## config.mk

```make
export PLATFORM = sky130hd
export DESIGN_NAME = utf8_to_utf16_decoder_flat
export DESIGN_NICKNAME = d
export VERILOG_FILES = /design/src/design/u8u16_pkg.sv /design/src/design/u8u16_if.sv /design/src/design/utf8_to_utf16_decoder.sv /design/src/flat_wrapper.sv
export SDC_FILE = /design/constraint.sdc
export NUM_CORES = 1
export LEC_CHECK = 0
export BUFFER_PORTS_ARGS = -buffer_cell sky130_fd_sc_hd__buf_2
export CORE_AREA = 3 3 200 182
export CTS_BUF_LIST = sky130_fd_sc_hd__clkbuf_16
export DETAILED_ROUTE_END_ITERATION = 12
export DIE_AREA = 0 0 203 185
export GPL_TIMING_DRIVEN = 0
export HOLD_SLACK_MARGIN = 0.12
export MAX_ROUTING_LAYER = met4
export SKIP_CTS_REPAIR_TIMING = 1
export SLEW_MARGIN = 15
export SYNTH_ARGS = -nofsm -noshare
export SYNTH_HDL_FRONTEND = slang
export SYNTH_SLANG_ARGS = --single-unit
```

## constraint.sdc

```tcl
create_clock -name clk_i -period 15.05 [get_ports clk_i]
set_input_delay 0 -clock clk_i [delete_from_list [all_inputs] [get_ports clk_i]]
set_output_delay 0 -clock clk_i [all_outputs]
set_load 0.005 [all_outputs]
```

## src/design/u8u16_pkg.sv

```systemverilog
// ----------------------------------------------------------------------------
// u8u16_pkg
// Types and constants shared by the UTF-8 to UTF-16 decoder and its channels.
// ----------------------------------------------------------------------------
package u8u16_pkg;

  localparam int unsigned UnitCountW = 20;
  localparam int unsigned CodeUnitW  = 16;
  localparam int unsigned AccW       = 21;

  // byte classes
  localparam logic [7:0] AsciiLimit  = 8'h80;
  localparam logic [7:0] Lead2Min    = 8'hC2;
  localparam logic [7:0] Lead3Min    = 8'hE0;
  localparam logic [7:0] Lead4Min    = 8'hF0;
  localparam logic [7:0] LeadLimit   = 8'hF8;
  localparam logic [7:0] ContMask    = 8'hC0;
  localparam logic [7:0] ContTag     = 8'h80;

  // code point limits
  localparam logic [AccW-1:0] CpMax     = 21'h10FFFF;
  localparam logic [AccW-1:0] SurrMin   = 21'h00D800;
  localparam logic [AccW-1:0] SurrMax   = 21'h00DFFF;
  localparam logic [AccW-1:0] SuppBase  = 21'h010000;
  localparam logic [CodeUnitW-1:0] HiSurrBase = 16'hD800;
  localparam logic [CodeUnitW-1:0] LoSurrBase = 16'hDC00;

  // phase values: continuation bytes still expected
  localparam logic [1:0] PhaseLead = 2'd0;
  localparam logic [1:0] PhaseOne  = 2'd1;
  localparam logic [1:0] PhaseTwo  = 2'd2;
  localparam logic [1:0] PhaseThree = 2'd3;

  typedef enum logic [1:0] {
    KIND_UNIT  = 2'd0,
    KIND_DONE  = 2'd1,
    KIND_ERROR = 2'd2
  } item_kind_e;

  typedef struct packed {
    item_kind_e             item_kind;
    logic [CodeUnitW-1:0]   code_unit;
    logic [UnitCountW-1:0]  unit_count;
    logic                   last_of_string;
  } result_t;

endpackage

```

## src/design/u8u16_if.sv

```systemverilog
// ----------------------------------------------------------------------------
// u8u16 channels
// Valid/ready channels for input bytes, result items and the mode register.
// ----------------------------------------------------------------------------
interface u8u16_in_if;
  logic       valid;
  logic       ready;
  logic [7:0] byte_in;
  logic       end_of_string;

  modport source (output valid, output byte_in, output end_of_string, input ready);
  modport sink   (input valid, input byte_in, input end_of_string, output ready);
endinterface

interface u8u16_out_if;
  logic                                valid;
  logic                                ready;
  u8u16_pkg::item_kind_e               item_kind;
  logic [u8u16_pkg::CodeUnitW-1:0]     code_unit;
  logic [u8u16_pkg::UnitCountW-1:0]    unit_count;
  logic                                last_of_string;

  modport source (output valid, output item_kind, output code_unit, output unit_count,
                  output last_of_string, input ready);
  modport sink   (input valid, input item_kind, input code_unit, input unit_count,
                  input last_of_string, output ready);
endinterface

interface u8u16_cfg_if;
  logic valid;
  logic ready;
  logic emit_units;

  modport source (output valid, output emit_units, input ready);
  modport sink   (input valid, input emit_units, output ready);
endinterface

```

## src/design/utf8_to_utf16_decoder.sv

```systemverilog
// ----------------------------------------------------------------------------
// utf8_to_utf16_decoder
// Decodes a UTF-8 byte stream into UTF-16 code units and string status items.
// ----------------------------------------------------------------------------
// in_i takes one UTF-8 byte per transaction, with end_of_string on the last
// byte of a bounded string. out_o gives code units (kind 0) and one status
// item per string (kind 1 finished, kind 2 error) with the running unit count.
// cfg_i writes emit_units; with it cleared only status items come out.
// An accepted byte lands in an input register; the next cycle decodes it and
// writes its zero to three result items into a four-entry result queue, whose
// head drives out_o. One byte is taken every cycle as long as each byte
// yields at most one item; a byte that ends a surrogate pair or closes a
// string adds one or two items, and the decode stage waits until the queue
// has room for them, so the output channel at one item per cycle sets the
// overall rate. When out_o stalls the queue fills and then in_i.ready drops;
// nothing is lost. Reset empties the queue, clears the decoder state and sets
// emit_units.
// ----------------------------------------------------------------------------
module utf8_to_utf16_decoder #(
  parameter int unsigned COUNT_WIDTH = 20
) (
  input  logic                 clk_i,
  input  logic                 rst_ni,
  u8u16_in_if.sink             in_i,
  u8u16_cfg_if.sink            cfg_i,
  u8u16_out_if.source          out_o
);

  localparam int unsigned Depth = 4;
  localparam int unsigned PtrW  = $clog2(Depth);
  localparam int unsigned OccW  = $clog2(Depth + 1);
  localparam logic [COUNT_WIDTH-1:0] CountMax = '1;

  // input register
  logic       in_vld_q;
  logic [7:0] byte_q;
  logic       eos_q;

  // decoder state
  logic [1:0]                    phase_q, phase_d;
  logic [u8u16_pkg::AccW-1:0]    acc_q, acc_d;
  logic [COUNT_WIDTH-1:0]        cnt_q, cnt_d;
  logic                          disc_q, disc_d;
  logic                          emit_q;

  // result queue
  u8u16_pkg::result_t mem_q [Depth];
  logic [PtrW-1:0] wr_ptr_q, rd_ptr_q;
  logic [OccW-1:0] occ_q;

  // decode results
  logic                          close;
  u8u16_pkg::item_kind_e         close_kind;
  logic [1:0]                    nu;
  logic [1:0]                    ne;
  logic [1:0]                    n_push;
  logic [u8u16_pkg::CodeUnitW-1:0] ua, ub;
  logic [COUNT_WIDTH-1:0]        c1, c2, cnt_fin;
  u8u16_pkg::result_t            wr [3];
  logic                          pop;
  logic                          proceed;

  function automatic logic [COUNT_WIDTH-1:0] sat_inc(input logic [COUNT_WIDTH-1:0] c);
    sat_inc = (c == CountMax) ? c : c + COUNT_WIDTH'(1);
  endfunction

  assign c1 = sat_inc(cnt_q);
  assign c2 = sat_inc(c1);

  always_comb begin
    logic [u8u16_pkg::AccW-1:0] acc_n;
    logic [1:0]                 phase_n;
    logic [u8u16_pkg::AccW-1:0] v;
    close      = 1'b0;
    close_kind = u8u16_pkg::KIND_DONE;
    nu         = 2'd0;
    ua         = '0;
    ub         = '0;
    phase_d    = phase_q;
    acc_d      = acc_q;
    disc_d     = disc_q;
    acc_n      = {acc_q[u8u16_pkg::AccW-7:0], byte_q[5:0]};
    phase_n    = phase_q - 2'd1;
    v          = acc_n - u8u16_pkg::SuppBase;
    if (disc_q) begin
      if (eos_q) begin
        disc_d = 1'b0;
      end
    end else if (phase_q == u8u16_pkg::PhaseLead) begin
      if (byte_q == 8'h00) begin
        close = 1'b1;
      end else if (byte_q < u8u16_pkg::AsciiLimit) begin
        nu    = 2'd1;
        ua    = u8u16_pkg::CodeUnitW'(byte_q);
        close = eos_q;
      end else if (byte_q < u8u16_pkg::Lead2Min || byte_q >= u8u16_pkg::LeadLimit) begin
        close      = 1'b1;
        close_kind = u8u16_pkg::KIND_ERROR;
      end else begin
        if (byte_q < u8u16_pkg::Lead3Min) begin
          phase_d = u8u16_pkg::PhaseOne;
          acc_d   = u8u16_pkg::AccW'(byte_q[4:0]);
        end else if (byte_q < u8u16_pkg::Lead4Min) begin
          phase_d = u8u16_pkg::PhaseTwo;
          acc_d   = u8u16_pkg::AccW'(byte_q[3:0]);
        end else begin
          phase_d = u8u16_pkg::PhaseThree;
          acc_d   = u8u16_pkg::AccW'(byte_q[2:0]);
        end
        close      = eos_q;
        close_kind = u8u16_pkg::KIND_ERROR;
      end
    end else if ((byte_q & u8u16_pkg::ContMask) != u8u16_pkg::ContTag) begin
      close      = 1'b1;
      close_kind = u8u16_pkg::KIND_ERROR;
    end else if (phase_n != u8u16_pkg::PhaseLead) begin
      phase_d    = phase_n;
      acc_d      = acc_n;
      close      = eos_q;
      close_kind = u8u16_pkg::KIND_ERROR;
    end else begin
      phase_d = u8u16_pkg::PhaseLead;
      acc_d   = '0;
      if ((acc_n >= u8u16_pkg::SurrMin && acc_n <= u8u16_pkg::SurrMax) ||
          acc_n > u8u16_pkg::CpMax) begin
        close      = 1'b1;
        close_kind = u8u16_pkg::KIND_ERROR;
      end else if (acc_n >= u8u16_pkg::SuppBase) begin
        // surrogate pair
        nu    = 2'd2;
        ua    = u8u16_pkg::HiSurrBase + u8u16_pkg::CodeUnitW'(v[19:10]);
        ub    = u8u16_pkg::LoSurrBase + u8u16_pkg::CodeUnitW'(v[9:0]);
        close = eos_q;
      end else begin
        nu    = 2'd1;
        ua    = acc_n[u8u16_pkg::CodeUnitW-1:0];
        close = eos_q;
      end
    end
    if (close) begin
      phase_d = u8u16_pkg::PhaseLead;
      acc_d   = '0;
      disc_d  = !eos_q;
    end
  end

  always_comb begin
    unique case (nu)
      2'd0:    cnt_fin = cnt_q;
      2'd1:    cnt_fin = c1;
      default: cnt_fin = c2;
    endcase
    if (disc_q) begin
      cnt_d = eos_q ? '0 : cnt_q;
    end else if (close && eos_q) begin
      cnt_d = '0;
    end else begin
      cnt_d = cnt_fin;
    end
  end

  assign ne     = emit_q ? nu : 2'd0;
  assign n_push = ne + {1'b0, close};

  always_comb begin
    u8u16_pkg::result_t u0, u1, st;
    u0.item_kind      = u8u16_pkg::KIND_UNIT;
    u0.code_unit      = ua;
    u0.unit_count     = u8u16_pkg::UnitCountW'(c1);
    u0.last_of_string = 1'b0;
    u1.item_kind      = u8u16_pkg::KIND_UNIT;
    u1.code_unit      = ub;
    u1.unit_count     = u8u16_pkg::UnitCountW'(c2);
    u1.last_of_string = 1'b0;
    st.item_kind      = close_kind;
    st.code_unit      = '0;
    st.unit_count     = u8u16_pkg::UnitCountW'(cnt_fin);
    st.last_of_string = 1'b1;
    wr[0] = (ne >= 2'd1) ? u0 : st;
    wr[1] = (ne >= 2'd2) ? u1 : st;
    wr[2] = st;
  end

  assign pop     = out_o.valid && out_o.ready;
  // room left after this cycle's pop must hold every item of this byte
  assign proceed = in_vld_q &&
                   ({1'b0, n_push} + occ_q <= OccW'(Depth) + OccW'(pop));

  assign in_i.ready  = !in_vld_q || proceed;
  assign cfg_i.ready = 1'b1;

  always_ff @(posedge clk_i or negedge rst_ni) begin
    if (!rst_ni) begin
      in_vld_q <= 1'b0;
    end else if (in_i.valid && in_i.ready) begin
      in_vld_q <= 1'b1;
    end else if (proceed) begin
      in_vld_q <= 1'b0;
    end
  end

  always_ff @(posedge clk_i) begin
    if (in_i.valid && in_i.ready) begin
      byte_q <= in_i.byte_in;
      eos_q  <= in_i.end_of_string;
    end
  end

  always_ff @(posedge clk_i or negedge rst_ni) begin
    if (!rst_ni) begin
      phase_q <= u8u16_pkg::PhaseLead;
      acc_q   <= '0;
      cnt_q   <= '0;
      disc_q  <= 1'b0;
    end else if (proceed) begin
      phase_q <= phase_d;
      acc_q   <= acc_d;
      cnt_q   <= cnt_d;
      disc_q  <= disc_d;
    end
  end

  always_ff @(posedge clk_i or negedge rst_ni) begin
    if (!rst_ni) begin
      emit_q <= 1'b1;
    end else if (cfg_i.valid && cfg_i.ready) begin
      emit_q <= cfg_i.emit_units;
    end
  end

  always_ff @(posedge clk_i) begin
    if (proceed) begin
      for (int k = 0; k < 3; k++) begin
        if (k < int'(n_push)) begin
          mem_q[wr_ptr_q + PtrW'(k)] <= wr[k];
        end
      end
    end
  end

  always_ff @(posedge clk_i or negedge rst_ni) begin
    if (!rst_ni) begin
      wr_ptr_q <= '0;
      rd_ptr_q <= '0;
      occ_q    <= '0;
    end else begin
      if (proceed) begin
        wr_ptr_q <= wr_ptr_q + PtrW'(n_push);
      end
      if (pop) begin
        rd_ptr_q <= rd_ptr_q + PtrW'(1);
      end
      occ_q <= occ_q + (proceed ? OccW'(n_push) : OccW'(0)) - OccW'(pop);
    end
  end

  assign out_o.valid          = (occ_q != '0);
  assign out_o.item_kind      = mem_q[rd_ptr_q].item_kind;
  assign out_o.code_unit      = mem_q[rd_ptr_q].code_unit;
  assign out_o.unit_count     = mem_q[rd_ptr_q].unit_count;
  assign out_o.last_of_string = mem_q[rd_ptr_q].last_of_string;

`ifndef SYNTHESIS
  a_occ_bound: assert property (@(posedge clk_i) disable iff (!rst_ni)
    occ_q <= OccW'(Depth))
    else $error("result queue overflow");

  a_disc_silent: assert property (@(posedge clk_i) disable iff (!rst_ni)
    (in_vld_q && disc_q) |-> (n_push == 2'd0))
    else $error("items produced while discarding");

  a_disc_phase: assert property (@(posedge clk_i) disable iff (!rst_ni)
    disc_q |-> (phase_q == u8u16_pkg::PhaseLead))
    else $error("discarding inside a sequence");

  a_eos_clears: assert property (@(posedge clk_i) disable iff (!rst_ni)
    (proceed && eos_q) |=> (cnt_q == '0 && phase_q == u8u16_pkg::PhaseLead && !disc_q) ||
                           $past(phase_d != u8u16_pkg::PhaseLead))
    else $error("end of string did not restart the decoder");

  a_ptr_track: assert property (@(posedge clk_i) disable iff (!rst_ni)
    (wr_ptr_q - rd_ptr_q) == PtrW'(occ_q))
    else $error("queue pointers disagree with occupancy");
`endif

endmodule
```

## src/flat_wrapper.sv

```systemverilog
// flat-port wrapper written by rule: the top's interface ports become plain ports
module utf8_to_utf16_decoder_flat 
#(
  parameter int unsigned COUNT_WIDTH = 20
)
  (clk_i, rst_ni, in_i_valid, in_i_byte_in, in_i_end_of_string, in_i_ready, cfg_i_valid, cfg_i_emit_units, cfg_i_ready, out_o_valid, out_o_item_kind, out_o_code_unit, out_o_unit_count, out_o_last_of_string, out_o_ready);
  u8u16_in_if in_i_i ();
  u8u16_cfg_if cfg_i_i ();
  u8u16_out_if out_o_i ();
  input  logic clk_i;
  input  logic rst_ni;
  input wire logic [$bits(in_i_i.valid)-1:0] in_i_valid;
  input wire logic [$bits(in_i_i.byte_in)-1:0] in_i_byte_in;
  input wire logic [$bits(in_i_i.end_of_string)-1:0] in_i_end_of_string;
  output wire logic [$bits(in_i_i.ready)-1:0] in_i_ready;
  input wire logic [$bits(cfg_i_i.valid)-1:0] cfg_i_valid;
  input wire logic [$bits(cfg_i_i.emit_units)-1:0] cfg_i_emit_units;
  output wire logic [$bits(cfg_i_i.ready)-1:0] cfg_i_ready;
  output wire logic [$bits(out_o_i.valid)-1:0] out_o_valid;
  output wire logic [$bits(out_o_i.item_kind)-1:0] out_o_item_kind;
  output wire logic [$bits(out_o_i.code_unit)-1:0] out_o_code_unit;
  output wire logic [$bits(out_o_i.unit_count)-1:0] out_o_unit_count;
  output wire logic [$bits(out_o_i.last_of_string)-1:0] out_o_last_of_string;
  input wire logic [$bits(out_o_i.ready)-1:0] out_o_ready;
  assign in_i_i.valid = in_i_valid;
  assign in_i_i.byte_in = in_i_byte_in;
  assign in_i_i.end_of_string = in_i_end_of_string;
  assign in_i_ready = in_i_i.ready;
  assign cfg_i_i.valid = cfg_i_valid;
  assign cfg_i_i.emit_units = cfg_i_emit_units;
  assign cfg_i_ready = cfg_i_i.ready;
  assign out_o_valid = out_o_i.valid;
  assign out_o_item_kind = out_o_i.item_kind;
  assign out_o_code_unit = out_o_i.code_unit;
  assign out_o_unit_count = out_o_i.unit_count;
  assign out_o_last_of_string = out_o_i.last_of_string;
  assign out_o_i.ready = out_o_ready;
  utf8_to_utf16_decoder #(.COUNT_WIDTH(COUNT_WIDTH)) u_core (.clk_i(clk_i), .rst_ni(rst_ni), .in_i(in_i_i), .cfg_i(cfg_i_i), .out_o(out_o_i));
endmodule
```

-- After elaboration in Yosys (flattened, before gate mapping)
Memories as Yosys holds them, arrays and structs flattened.
Index checks and enable logic that the tools add are counted.
- flip-flop bits (word level): 56
- bits in latches: 0
- bits in writable memories: 156
- memory bits (read-only): 0
- output and inout bits: 42
- logic and storage cells: 151
- memories: 1
- memories (name ; depth ; bits a word ; rd ports ; clocked after Yosys merged registers in ; write ports ; RTL line ; source):
    u_core.mem_q ; 4 ; 39 ; 1 ; 0 ; 3 ; utf8_to_utf16_decoder.sv:47 ; u8u16_pkg::result_t mem_q [Depth];
- add/subtract/negate cells: 15
- multipliers: 0
- divide/modulo/power cells: 0
- magnitude comparators: 15
- equal/unequal tests: 10
- shift-type cells: 0
- muxes and demuxes: 81
- bitwise logic cells: 0
- reduce and logical (&&, ||, !) cells: 18
- operators with widths (kind ; number):
    2-to-1 mux 16 bit ; 13
    2-to-1 mux 15 bit ; 8
    2-to-1 mux 20 bit ; 5
    2-to-1 mux 39 bit ; 2
    2-to-1 mux 2 bit ; 25
    adder 20 x 1 -> 20 bit, second input constant ; 2
    == test 20 bit, second input constant ; 2
    one-hot mux 20 bit (2 select lines) ; 1
    adder 15 x 11 -> 16 bit, first input constant ; 2
    < comparator 8 bit, second input constant ; 4
    2-to-1 mux 1 bit ; 24
    greater-or-equal comparator 21 x 16 -> 1 bit, second input constant ; 1
    greater-or-equal comparator 21 x 17 -> 1 bit, second input constant ; 1
    greater-than comparator 21 bit, second input constant ; 1
    less-or-equal comparator 21 x 16 -> 1 bit, second input constant ; 1
    subtractor 20 x 17 -> 20 bit, second input constant ; 1
    != test 3 x 2 -> 1 bit, second input constant ; 3
    greater-or-equal comparator 8 bit, second input constant ; 1
    logical NOT 8 bit ; 1
    2-to-1 mux 8 bit ; 1
    AND reduction 6 bit ; 1
    logical AND 1 bit ; 5
    2-to-1 mux 5 bit ; 1
    adder 2 x 1 -> 2 bit, second input constant ; 2
    other kinds (24) ; 31

-- Logic depth before layout (Yosys ltp)
- depth in word-level cells: 16
- mapped depth: 29

-- Worst setup path after synthesis
Ideal clock, no wire load.
- path type: register -> register
- start point: register u_core.acc_q[12] (netlist bit)
- end point: memory u_core.mem_q[3][10] (netlist bit), enable pin
- setup time: 377 ps
- arrival time: 6120 ps
- data required time: 14673 ps
- setup slack: 8553 ps
- stages on the path, launching flop included: 26
- buffers on the path: 5
- clock period less this slack: 6497 ps
- path through: dfrtp_1 > or4_1 > nor3_1 > mux2_2 > a21o_1 > clkbuf_1 > o31ai_1 > clkbuf_1 > clkbuf_1 > and2_1 > ha_1 > inv_1 > a31oi_2 > nor2_1 > inv_2 > fa_1 > o21bai_1 > a21bo_2 > clkbuf_1 > nor2_1 > and2_1 > clkbuf_1 > a21oi_1 > a21oi_1 > nor2_1 > inv_1
- RTL lines (element ; RTL line ; source):
    start, declared ; utf8_to_utf16_decoder.sv:41 ; logic [u8u16_pkg::AccW-1:0] acc_q, acc_d;
    start signal, assigned ; utf8_to_utf16_decoder.sv:212 ; acc_q <= '0;
    start signal, assigned ; utf8_to_utf16_decoder.sv:217 ; acc_q <= acc_d;
    end, declared ; utf8_to_utf16_decoder.sv:47 ;

==> out/results.ini <==
[clock_network]
clock_path_buffers=3
path_clk_slew_ps=60
cts.sinks=212
worstSkewPairLatency_ps=540
cts_tree=built
cts_buffers=26
cts-root-buf=clkbuf_16
htree_levels=1

[detailed_routing]
dr.pass1.iters=9
vias=10900
routedWlPerCell_um=23.1
ant_nets=0
routed_wirelength_um=41400
wl_met2_um=17500
wl_met1_um=18300
viasPerCell=6.08
drtIter0Drc=1299
topRoutingLayerUsed=met4
met3_length_um=4310
drc=0

[global_routing]
grt_max_degree=48
grt_pass1_vias=10100
grtUsageTotal=0.219
gr-total-overflow=0
antenna_found_initial=0
grt_pass1_wl_um=62100

[worst_hold_path]
min_from=in_i_byte_in[5]
hold_depth=2
hp-class=in -> reg
hold_path_end=u_core.byte_q[5]

[sta]
maxSlewViolCount=0
min_period_ps=9200
max_freq_ghz=0.109
fin_tns_setup_ps=0
final_hold_viol_count=0
clock_skew_ps=16.5
worstMarginPinSlew_ps=1120
rsz0062_at_grt=false
max_slew_margin=0.245
fin_crit_sh=0.611
setup_viol=0

[logic_synthesis]
synthCells=1214
synth_cell_types=87
synth_seq_cells=212
syn_area_per_cell_um2=9.87
synthFlopType=edfxtp_1
synth_edf_count=97
syn_area_um2=12000
synth_warnings=0
syn_nets=1244
synth_seq_area_share=0.455
synth_async_sr_flop_share=0.222

[worst_setup_path]
r2r_end=u_core.mem_q[2][8]
worstPathArrival_ps=9350
crit_required_ps=15200
critical_path.max_fanout=22
reg2reg_slack_ps=5850
rr_startpoint=u_core.byte_q[5]
path_class=reg -> reg
endpoint_kind=flop
start_kind=flop
reg2reg_depth=23

[floorplan]
fp.coreArea_um2=34200
die_x_um=203
dieArea_um2=37600
ios=57
die_h_um=185
rows=64
start_util=0.351

[place]
portBuffers=55
place.gp.congestion=0.963
dp_hpwl_um=29400

[finish]
drive_above_1_share=0.128
antenna_cells=0
area_growth_pct=15.5
nNetsFinal=1343
fillCellCount=3376

[power]
leakagePower_nw=4.73
cellPowerDensity_nw_per_um2=194
ir_drop_mv=0.0925
total_power_mw=2.68

[job]
cap_violations=0

[status]
outcome=completed

## per-layer routing
layer  up-vias  GRT usage
met5         -          -
met2       583      0.316
met3        95     0.0434
li1       4918          -
met4         0     0.0654
met1      5309      0.313
## stage by stage
stage                util  std cells  hold WS (ps)  area (µm²)  worst slack, ps
global placement    0.376       1731           180       12800             6120
global route        0.405       1795           162       13800             5110
detailed placement  0.376       1731          93.7       12800             6000
floorplan               -       1214          -296       12000             8550
CTS                 0.400       1779          -486       13700             5950
finish              0.405       1795           169       13800             5850
## layout by cell type, fill, tap and decap left out, drive strengths merged, types with 20 or more instances in the layout
| cell | instances |
|---|---|
| a211oi | 25 |
| a21oi | 64 |
| buf | 79 |
| clkbuf | 110 |
| dfrtp | 46 |
| dfxtp | 68 |
| edfxtp | 97 |
| inv | 36 |
| mux4 | 39 |
| nand2 | 125 |
| nand3 | 35 |
| nor2 | 77 |
| nor3 | 42 |
| o21ai | 64 |
| o22ai | 79 |
| o31ai | 20 |
## synthesized netlist by cell type, types with 16 or more instances
cell type / n / share of area
mux4_2: 39 / 0.073
a211oi_1: 25 / 0.016
nand2_1: 124 / 0.039
o22ai_1: 78 / 0.041
dfxtp_1: 68 / 0.11
inv_1: 28 / 0.0088
nor3_1: 42 / 0.018
o221ai_1: 18 / 0.013
dfrtp_1: 46 / 0.096
o21ai_0: 58 / 0.024
o31ai_1: 17 / 0.011
nand4_1: 18 / 0.0094
nor2_1: 77 / 0.024
edfxtp_1: 97 / 0.24
o211ai_1: 16 / 0.010
clkbuf_1: 83 / 0.026
nand3_1: 33 / 0.014
a21oi_1: 64 / 0.027
## where the power goes
group / internal (mW) / switching (mW)
Combinational: 0.409 / 0.807
Sequential: 0.761 / 0.0926
Clock: 0.358 / 0.253
## flip-flops by register name (all words and copies together), names as in the netlist, 2 cells and up
name,flops
u_core.acc_q,15
u_core.byte_q,8
u_core.cnt_q,20
u_core.mem_q,156
u_core.occ_q,3
u_core.phase_q,2
u_core.rd_ptr_q,2
u_core.wr_ptr_q,2
## cells by family (layout without fill, tap and decap cells)
logic type                 Yosys count  after routing  synth area share
AOI/OAI and AO/OA                  399            399             0.229
buffers and inverters              136            255            0.0442
xor gates and xnor gates            22             22            0.0161
DFF                                212            212             0.455
and+or+nand+nor                    374            374             0.152
other                                1              1          0.000313
adders and majority gates           15             15            0.0169
muxes                               55             55            0.0872
## worst max-delay path by stage
stage | depth (start not counted) | endpoint | from | slack [ps]
after global routing | 24 | u_core.mem_q[0][8] | u_core.byte_q[5] | 5110
after detailed placement | 24 | u_core.mem_q[0][7] | u_core.byte_q[5] | 6000
after CTS | 24 | u_core.mem_q[0][8] | u_core.byte_q[5] | 5950
after global placement | 24 | u_core.mem_q[0][7] | u_core.byte_q[5] | 6120
after floorplan | 25 | u_core.mem_q[3][10] | u_core.acc_q[12] | 8550
final | 23 | u_core.mem_q[2][8] | u_core.byte_q[5] | 5850
## cell type report
class | count | area, µm² | area share
well taps | 462 | 578 | 0.0418
clock inverters | 21 | 156 | 0.0113
plain buffers | 107 | 420 | 0.0304
flip-flops and latches | 212 | 5450 | 0.394
clock buffers | 27 | 676 | 0.0488
repair buffers | 71 | 438 | 0.0316
multi-input cells | 866 | 6010 | 0.434
inverters | 29 | 109 | 0.00787
## worst max-delay path, stage by stage, from the launching register on
cell and delay, ps:
edfxtp_1 320, clkbuf_1 570, nand3_1 190, nor4_1 580, a2111oi_0 260, a21o_1 230
clkbuf_1 230, o31ai_1 330, clkbuf_1 520, clkbuf_1 510, and2_1 220, ha_1 280
inv_1 100, a31oi_2 410, nor2_1 270, inv_2 270, fa_1 450, o21bai_1 210
a21boi_1 630, nand2_1 110, nor2_1 450, o31ai_2 360, clkbuf_1 370, nand2_1 900
(Power assumes the default switching activity.)
